--- src/rtl/sart_pkg.sv ---
package sart_pkg;

  localparam int unsigned KeyW = 64;
  localparam int unsigned AckW = 64;

  // Row layout in the entry memory: {valid, site, newest ack}
  localparam int unsigned RowW = 1 + KeyW + AckW;

  typedef logic [1:0] req_t;
  typedef logic [2:0] status_t;

  localparam req_t ReqCheck  = 2'd0;
  localparam req_t ReqUpdate = 2'd1;
  localparam req_t ReqInsert = 2'd2;
  localparam req_t ReqRemove = 2'd3;

  localparam status_t StOk        = 3'd0;
  localparam status_t StAdjust    = 3'd1;
  localparam status_t StIgnore    = 3'd2;
  localparam status_t StHoldWait  = 3'd3;
  localparam status_t StExists    = 3'd4;
  localparam status_t StNotFound  = 3'd5;
  localparam status_t StTableFull = 3'd6;

endpackage

--- src/rtl/sart_ram.sv ---
module sart_ram #(
  parameter int unsigned Width = 8,
  parameter int unsigned Depth = 16,
  localparam int unsigned AddrW = (Depth > 1) ? $clog2(Depth) : 1
) (
  input  logic             clk_i,
  input  logic             we_i,
  input  logic [AddrW-1:0] waddr_i,
  input  logic [Width-1:0] wdata_i,
  input  logic [AddrW-1:0] raddr_i,
  output logic [Width-1:0] rdata_o
);

  logic [Width-1:0] mem_q [Depth];
  logic [Width-1:0] rdata_q;

  always_ff @(posedge clk_i) begin
    if (we_i) begin
      mem_q[waddr_i] <= wdata_i;
    end
    rdata_q <= mem_q[raddr_i];
  end

  assign rdata_o = rdata_q;

endmodule

--- src/rtl/site_ack_replay_table_top.sv ---
// Channel | Direction | Handshake                   | Payload
// in      | input     | in_valid_i / in_ready_o     | req_type_i, site_id_i, ack_i, line_id_i
// out     | output    | out_valid_o / out_ready_i   | status_o, stored_ack_o, was_hit_o
//
// An item is accepted, then goes through a key scan of every entry (one memory read a cycle),
// a drain of the registered read, and a step applying the operation before the next is taken.
// The scan always covers the whole table; the single memory read port sets the pace.
// After reset a clearing pass over every entry zeroes the valid bits, ready low.
// A waiting result holds the next item in its final step until the output register frees.
module site_ack_replay_table_top #(
  parameter int unsigned TABLE_ENTRIES = 16
) (
  input  logic                       clk_i,
  input  logic                       rst_ni,
  input  logic                       in_valid_i,
  output logic                       in_ready_o,
  input  logic [1:0]                 req_type_i,
  input  logic [sart_pkg::KeyW-1:0]  site_id_i,
  input  logic [sart_pkg::AckW-1:0]  ack_i,
  input  logic [sart_pkg::AckW-1:0]  line_id_i,
  output logic                       out_valid_o,
  input  logic                       out_ready_i,
  output logic [2:0]                 status_o,
  output logic [sart_pkg::AckW-1:0]  stored_ack_o,
  output logic                       was_hit_o
);

  localparam int unsigned AW = (TABLE_ENTRIES > 1) ? $clog2(TABLE_ENTRIES) : 1;
  localparam logic [AW-1:0] LastIdx = AW'(TABLE_ENTRIES - 1);

  localparam logic [2:0] StateClear = 3'd0;
  localparam logic [2:0] StateIdle  = 3'd1;
  localparam logic [2:0] StateScan  = 3'd2;
  localparam logic [2:0] StateDrain = 3'd3;
  localparam logic [2:0] StateExec  = 3'd4;

  logic [2:0]    state_q, state_d;
  logic [AW-1:0] addr_q, addr_d;
  logic          rd_vld_q, rd_vld_d;
  logic [AW-1:0] rd_idx_q;

  sart_pkg::req_t            req_q;
  logic [sart_pkg::KeyW-1:0] key_q;
  logic [sart_pkg::AckW-1:0] ack_q, line_q;

  logic                      hit_q, hit_d;
  logic [AW-1:0]             hit_idx_q, hit_idx_d;
  logic [sart_pkg::AckW-1:0] hit_ack_q, hit_ack_d;
  logic                      free_q, free_d;
  logic [AW-1:0]             free_idx_q, free_idx_d;

  logic                      out_valid_q, out_valid_d;
  sart_pkg::status_t         status_q, res_status;
  logic [sart_pkg::AckW-1:0] stored_q, res_stored;
  logic                      was_hit_q;

  logic                      we;
  logic [AW-1:0]             waddr;
  logic [sart_pkg::RowW-1:0] wdata;
  logic [sart_pkg::RowW-1:0] rdata;

  logic                      in_acc;
  logic                      exec_go;
  logic                      row_valid;
  logic [sart_pkg::KeyW-1:0] row_site;
  logic [sart_pkg::AckW-1:0] row_ack;
  logic [sart_pkg::AckW-1:0] last_sel, new_last;
  logic                      ack_gt, ack_eq, line_le;
  logic                      row_wr;

  sart_ram #(
    .Width (sart_pkg::RowW),
    .Depth (TABLE_ENTRIES)
  ) u_entry_ram (
    .clk_i   (clk_i),
    .we_i    (we),
    .waddr_i (waddr),
    .wdata_i (wdata),
    .raddr_i (addr_q),
    .rdata_o (rdata)
  );

  assign row_valid = rdata[sart_pkg::RowW-1];
  assign row_site  = rdata[sart_pkg::RowW-2 -: sart_pkg::KeyW];
  assign row_ack   = rdata[sart_pkg::AckW-1:0];

  assign in_ready_o = (state_q == StateIdle);
  assign in_acc     = in_valid_i && in_ready_o;
  assign exec_go    = !out_valid_q || out_ready_i;

  // Shared compare unit for the final step; on a miss the new entry holds ack.
  assign last_sel = hit_q ? hit_ack_q : ack_q;
  assign ack_gt   = ack_q > last_sel;
  assign ack_eq   = ack_q == last_sel;
  assign line_le  = line_q <= last_sel;

  // Scan bookkeeping: keep the lowest matching entry and the lowest free slot.
  always_comb begin
    hit_d      = hit_q;
    hit_idx_d  = hit_idx_q;
    hit_ack_d  = hit_ack_q;
    free_d     = free_q;
    free_idx_d = free_idx_q;
    if (in_acc) begin
      hit_d  = 1'b0;
      free_d = 1'b0;
    end else if (rd_vld_q) begin
      if (row_valid && (row_site == key_q) && !hit_q) begin
        hit_d     = 1'b1;
        hit_idx_d = rd_idx_q;
        hit_ack_d = row_ack;
      end
      if (!row_valid && !free_q) begin
        free_d     = 1'b1;
        free_idx_d = rd_idx_q;
      end
    end
  end

  // Apply the operation on the scan outcome.
  always_comb begin
    res_status = sart_pkg::StOk;
    res_stored = '0;
    row_wr     = 1'b0;
    new_last   = last_sel;
    waddr      = hit_q ? hit_idx_q : free_idx_q;
    wdata      = '0;
    if (req_q == sart_pkg::ReqRemove) begin
      if (hit_q) begin
        res_stored = hit_ack_q;
        row_wr     = 1'b1;
      end else begin
        res_status = sart_pkg::StNotFound;
      end
    end else if ((req_q == sart_pkg::ReqInsert) && hit_q) begin
      res_status = sart_pkg::StExists;
      res_stored = hit_ack_q;
    end else if (!hit_q && !free_q) begin
      res_status = sart_pkg::StTableFull;
    end else begin
      row_wr = !hit_q;
      if ((req_q == sart_pkg::ReqUpdate) && hit_q && ack_gt) begin
        new_last = ack_q;
        row_wr   = 1'b1;
      end
      if (req_q == sart_pkg::ReqCheck) begin
        if (ack_q == '0) begin
          res_status = sart_pkg::StAdjust;
        end else if (ack_eq) begin
          res_status = line_le ? sart_pkg::StIgnore : sart_pkg::StOk;
        end else if (!ack_gt) begin
          res_status = line_le ? sart_pkg::StAdjust : sart_pkg::StHoldWait;
        end else begin
          new_last = ack_q;
          row_wr   = 1'b1;
        end
      end
      res_stored = new_last;
      wdata      = {1'b1, key_q, new_last};
    end
    if (state_q == StateClear) begin
      waddr = addr_q;
      wdata = '0;
    end
  end

  assign we = (state_q == StateClear) || ((state_q == StateExec) && exec_go && row_wr);

  always_comb begin
    state_d     = state_q;
    addr_d      = addr_q;
    rd_vld_d    = 1'b0;
    out_valid_d = out_valid_q && !out_ready_i;
    unique case (state_q)
      StateClear: begin
        if (addr_q == LastIdx) begin
          addr_d  = '0;
          state_d = StateIdle;
        end else begin
          addr_d = addr_q + 1'b1;
        end
      end
      StateIdle: begin
        if (in_acc) begin
          addr_d  = '0;
          state_d = StateScan;
        end
      end
      StateScan: begin
        rd_vld_d = 1'b1;
        if (addr_q == LastIdx) begin
          state_d = StateDrain;
        end else begin
          addr_d = addr_q + 1'b1;
        end
      end
      StateDrain: begin
        state_d = StateExec;
      end
      StateExec: begin
        if (exec_go) begin
          out_valid_d = 1'b1;
          state_d     = StateIdle;
        end
      end
      default: begin
        state_d = StateIdle;
      end
    endcase
  end

  always_ff @(posedge clk_i or negedge rst_ni) begin
    if (!rst_ni) begin
      state_q     <= StateClear;
      addr_q      <= '0;
      rd_vld_q    <= 1'b0;
      hit_q       <= 1'b0;
      free_q      <= 1'b0;
      out_valid_q <= 1'b0;
    end else begin
      state_q     <= state_d;
      addr_q      <= addr_d;
      rd_vld_q    <= rd_vld_d;
      hit_q       <= hit_d;
      free_q      <= free_d;
      out_valid_q <= out_valid_d;
    end
  end

  always_ff @(posedge clk_i) begin
    rd_idx_q   <= addr_q;
    hit_idx_q  <= hit_idx_d;
    hit_ack_q  <= hit_ack_d;
    free_idx_q <= free_idx_d;
    if (in_acc) begin
      req_q  <= req_type_i;
      key_q  <= site_id_i;
      ack_q  <= ack_i;
      line_q <= line_id_i;
    end
    if ((state_q == StateExec) && exec_go) begin
      status_q  <= res_status;
      stored_q  <= res_stored;
      was_hit_q <= hit_q;
    end
  end

  assign out_valid_o  = out_valid_q;
  assign status_o     = status_q;
  assign stored_ack_o = stored_q;
  assign was_hit_o    = was_hit_q;

  a_we_state: assert property (@(posedge clk_i) disable iff (!rst_ni)
    we |-> (state_q == StateClear) || (state_q == StateExec))
    else $error("entry memory written outside clear or exec");

  a_out_from_exec: assert property (@(posedge clk_i) disable iff (!rst_ni)
    $rose(out_valid_o) |-> $past(state_q) == StateExec)
    else $error("result raised without an exec step");

  a_accept_scan: assert property (@(posedge clk_i) disable iff (!rst_ni)
    in_acc |=> (state_q == StateScan) && (addr_q == '0))
    else $error("accepted item did not start a scan");

  a_full_miss: assert property (@(posedge clk_i) disable iff (!rst_ni)
    (out_valid_o && (status_o == sart_pkg::StTableFull)) |-> !was_hit_o && (stored_ack_o == '0))
    else $error("table full result carries a hit or a value");

  a_exec_no_write_while_stalled: assert property (@(posedge clk_i) disable iff (!rst_ni)
    ((state_q == StateExec) && !exec_go) |=> (state_q == StateExec) && !$past(we))
    else $error("stalled exec step wrote the table or advanced");

endmodule
--- config.mk ---
export PLATFORM = sky130hd
export DESIGN_NAME = site_ack_replay_table_top
export DESIGN_NICKNAME = d
export VERILOG_FILES = /design/src/rtl/sart_pkg.sv /design/src/rtl/sart_ram.sv /design/src/rtl/site_ack_replay_table_top.sv
export SDC_FILE = /design/constraint.sdc
export NUM_CORES = 2
export LEC_CHECK = 0
export ABC_AREA = 0
export BUFFER_PORTS_ARGS = -buffer_cell sky130_fd_sc_hd__buf_2
export CAP_MARGIN = 0
export CORE_MARGIN = 2
export CORE_UTILIZATION = 59
export CTS_BUF_LIST = sky130_fd_sc_hd__clkbuf_4
export CTS_CLUSTER_DIAMETER = 120
export CTS_CLUSTER_SIZE = 40
export DETAILED_ROUTE_END_ITERATION = 8
export PLACE_DENSITY_LB_ADDON = 0.05
export SLEW_MARGIN = 20
export SYNTH_ARGS = -nofsm -noshare
export SYNTH_HDL_FRONTEND = slang
export SYNTH_SLANG_ARGS = --single-unit
--- constraint.sdc ---
create_clock -name clk_i -period 20.3 [get_ports clk_i]
set_clock_uncertainty 0.2 [all_clocks]
set_input_delay 4.06 -clock clk_i [delete_from_list [all_inputs] [get_ports clk_i]]
set_output_delay 4.06 -clock clk_i [all_outputs]
set_load 0.05 [all_outputs]
==> flow_metrics.py <==
metrics = {
    "global_route": {
        "grt_pass1_vias": 50500,
        "grt_start_max_net_pins": 132,
        "grt_pass1_wl_mm": 351,
        "gr-usage-all-layers_pct": 28.4,
        "grt-ovfl-total": 0,
        "grt_antenna_before_repair": 6,
    },
    "setup_path": {
        "reg2reg_slack_ns": 11.76,
        "r2r-start": "hit_q$_DFFE_PN0P_",
        "endpoint_kind": "flip-flop",
        "arrival_ns": 9.24,
        "regToRegEndpoint": "u_entry_ram.mem_q[9][91]$_DFFE_PP_",
        "cp.required_ns": 20.99,
        "worst-r2r-cell-count": 14,
        "start_kind": "flip-flop",
        "cp_max_fo": 44,
        "crit_type": "flip-flop to flip-flop",
    },
    "clock_network": {
        "clock-sinks": 2542,
        "clock_latency_ns": 1.23,
        "numCtsBuffers": 73,
        "cts_resized": 0,
        "clock_path_buffers": 3,
        "cts.clk_slew.worst_paths_ns": 0.37,
        "cts_tree": "built",
        "cts_max_level": 3,
        "cts-root-buf": "clkbuf_4",
        "postCtsSetupBuffers": 0,
        "hold_buffers": 0,
    },
    "floorplanning": {
        "start_util_pct": 59.3,
        "die_y_um": 414,
        "core.rowCount": 150,
        "io_pins": 268,
        "dieWidth_um": 414,
        "fp.dieArea_um2": 171000,
        "core_region_area_um2": 167000,
    },
    "final_layout": {
        "final_cell_mix": "2398 x edfxtp_1, 450 x mux2i_1, 339 x o21ai_0",
        "nNetsFinal": 5952,
        "drive_above_1_share_pct": 17.2,
        "mostFrequentLayoutCell": "edfxtp_1",
        "utilization_pct": 62.5,
        "areaGrowthSynthToFinish_pct": 5.32,
    },
    "detailed_routing": {
        "vias_per_cell": 6.57,
        "drc": 0,
        "wl_mm": 244,
        "num_vias": 51800,
        "dr.pass1.iters": 7,
        "routedWlPerCell_um": 30.9,
        "drt-initial-drc-count": 6166,
        "ant_nets": 0,
    },
    "pwr": {
        "clkPwrFrac_pct": 12.5,
        "power_w": 0.0133,
        "p_comb_share_pct": 32.0,
        "power_density_nw_per_um2": 128,
        "seqPwrFrac_pct": 55.5,
        "max-vdd-ir-drop_mv": 0.0941,
        "p_int_w": 0.00883,
        "netSwitchingPower_w": 0.00452,
        "leakagePower_nw": 33.9,
        "netSwitchingFraction_pct": 33.9,
    },
    "synth": {
        "avgSynthCellArea_um2": 18.1,
        "yosysSeqAreaShare_pct": 75.7,
        "ys_types": 54,
        "syn_area_um2": 99000,
        "ys_warn_count": 0,
        "syn_nets": 5801,
        "synth-edff-count": 2398,
        "ys_async_sr_fraction_pct": 0.433,
        "ys_ff_latch": 2542,
        "synth_cells": 5474,
        "synth_flop_cell": "edfxtp_1",
    },
    "min_path": {
        "holdPathStages": 0,
        "hold_start": "u_entry_ram.rdata_o[10]$_DFF_P_",
        "min_path_type": "flip-flop to flip-flop",
        "worstHoldEndpoint": "hit_ack_q[10]$_DFFE_PP_",
    },
    "placed_design": {
        "io_buffers": 267,
        "place_congestion": 0.851,
        "dp_hpwl_mm": 136,
    },
    "sta": {
        "fin_setup_tns_ns": 0,
        "max_slew_margin_pct": 21.1,
        "worst_pin_slew_ns": 1.18,
        "holdWs_ns": 0.252,
        "finalCriticalPeriod_ns": 8.54,
        "timing.final.setup_violations": 0,
        "fmax_mhz": 117,
        "drv_slew": 0,
        "post-route-period-util_pct": 42.1,
        "rsz0062_at_grt": "no",
        "hold_violations": 0,
    },
    "run": {
        "drv_cap": 0,
    },
    "status": {
        "status": "finished clean",
    },
}
## worst max-delay path by stage
stage | startpoint | end | slack [ns]
3_5_place_dp | out_ready_i | u_entry_ram.mem_q[9][68]$_DFFE_PP_ | 11.06
5_1_grt | hit_q$_DFFE_PN0P_ | u_entry_ram.mem_q[9][68]$_DFFE_PP_ | 11.52
4_1_cts | hit_q$_DFFE_PN0P_ | u_entry_ram.mem_q[9][84]$_DFFE_PP_ | 11.71
6_report | hit_q$_DFFE_PN0P_ | u_entry_ram.mem_q[9][91]$_DFFE_PP_ | 11.76
3_3_place_gp | out_ready_i | u_entry_ram.mem_q[9][79]$_DFFE_PP_ | 11.16
2_1_floorplan | in_valid_i | hit_q$_DFFE_PN0P_ | 4.45
## per-layer routing
layer | GRT usage (%) | share of wire, %
met1 | 41.3 | 42
met3 | 2.95 | 6.4
met5 | 0 | 0.023
met2 | 47.1 | 49
met4 | 6.52 | 2.2
## registers in the layout, indices dropped and copies added (netlist names), 4 cells and up
register / cells
hit_idx_q: 4
u_entry_ram.mem_q: 2064
free_idx_q: 4
line_q: 64
addr_q: 4
rd_idx_q: 4
key_q: 64
stored_ack_o: 64
hit_ack_q: 64
ack_q: 64
u_entry_ram.rdata_o: 129
## power groups by stage
stage | registers (W) | clock network [W] | logic [W]
after detailed placement | 0.00753 | 0 | 0.00428
final | 0.00740 | 0.00167 | 0.00428
after CTS | 0.00741 | 0.00171 | 0.00429
after global placement | 0.00751 | 0 | 0.00423
after global routing | 0.00747 | 0.00186 | 0.00459
after floorplan | 0.00754 | 0 | 0.00283
## layout make-up
cell class                 instances  area (µm²)
antenna                            5        12.5
clock buffer                     124         931
multi-input combinational       2616       23200
fill                           11800       62700
tap                             2204        2760
timing repair buffer             368        2270
clock inverter                     5        57.6
inverter                          24        91.3
sequential                      2542       75000
## kinds of logic after synthesis
logic type / Yosys count / synth area share, %
flops: 2542 / 75.7
buf+inv: 316 / 1.27
simple gates: 619 / 2.90
compound gates: 976 / 6.11
fa+ha+maj: 129 / 1.63
mux: 841 / 12.0
xor+xnor: 51 / 0.451
## Yosys cell counts, types with 24 or more instances
library cell / instances / area share, %
inv_1: 24 / 0.091
buf_2: 49 / 0.25
and2_1: 59 / 0.37
nand3_1: 99 / 0.50
clkbuf_1: 191 / 0.72
nand2_1: 304 / 1.2
nor4_1: 27 / 0.17
buf_1: 51 / 0.19
ha_1: 129 / 1.6
mux4_2: 262 / 6.0
mux2i_1: 450 / 4.5
nor2_1: 54 / 0.20
dfxtp_1: 133 / 2.7
a21oi_1: 252 / 1.3
a22oi_1: 129 / 0.98
o21ai_0: 340 / 1.7
a221oi_1: 135 / 1.2
xnor2_1: 27 / 0.24
edfxtp_1: 2398 / 73
mux2_2: 129 / 1.5
nand4_1: 38 / 0.24
o211ai_1: 69 / 0.52
xor2_1: 24 / 0.21
## worst max-delay path: stages, from the launching register on
cell	delay, ns
dfrtp_4	0.94
buf_4	0.61
mux2i_1	0.21
ha_1	0.36
nand4_1	0.13
nor3_1	0.46
nand4_1	0.56
a21oi_1	0.59
o21a_2	0.59
a2111oi_4	0.10
buf_4	0.31
nor2_4	0.88
buf_4	0.66
buf_4	0.66
buf_4	0.73
## per-stage QoR
stage	cell area [µm²]	std cells	setup WS (ns)
finish	104000	7888	11.76
global route	104000	7886	11.52
CTS	104000	7883	11.71
detailed placement	103000	7754	11.06
global placement	103000	7753	11.16
floorplan	99000	5474	4.45
(Power assumes the default switching activity.)
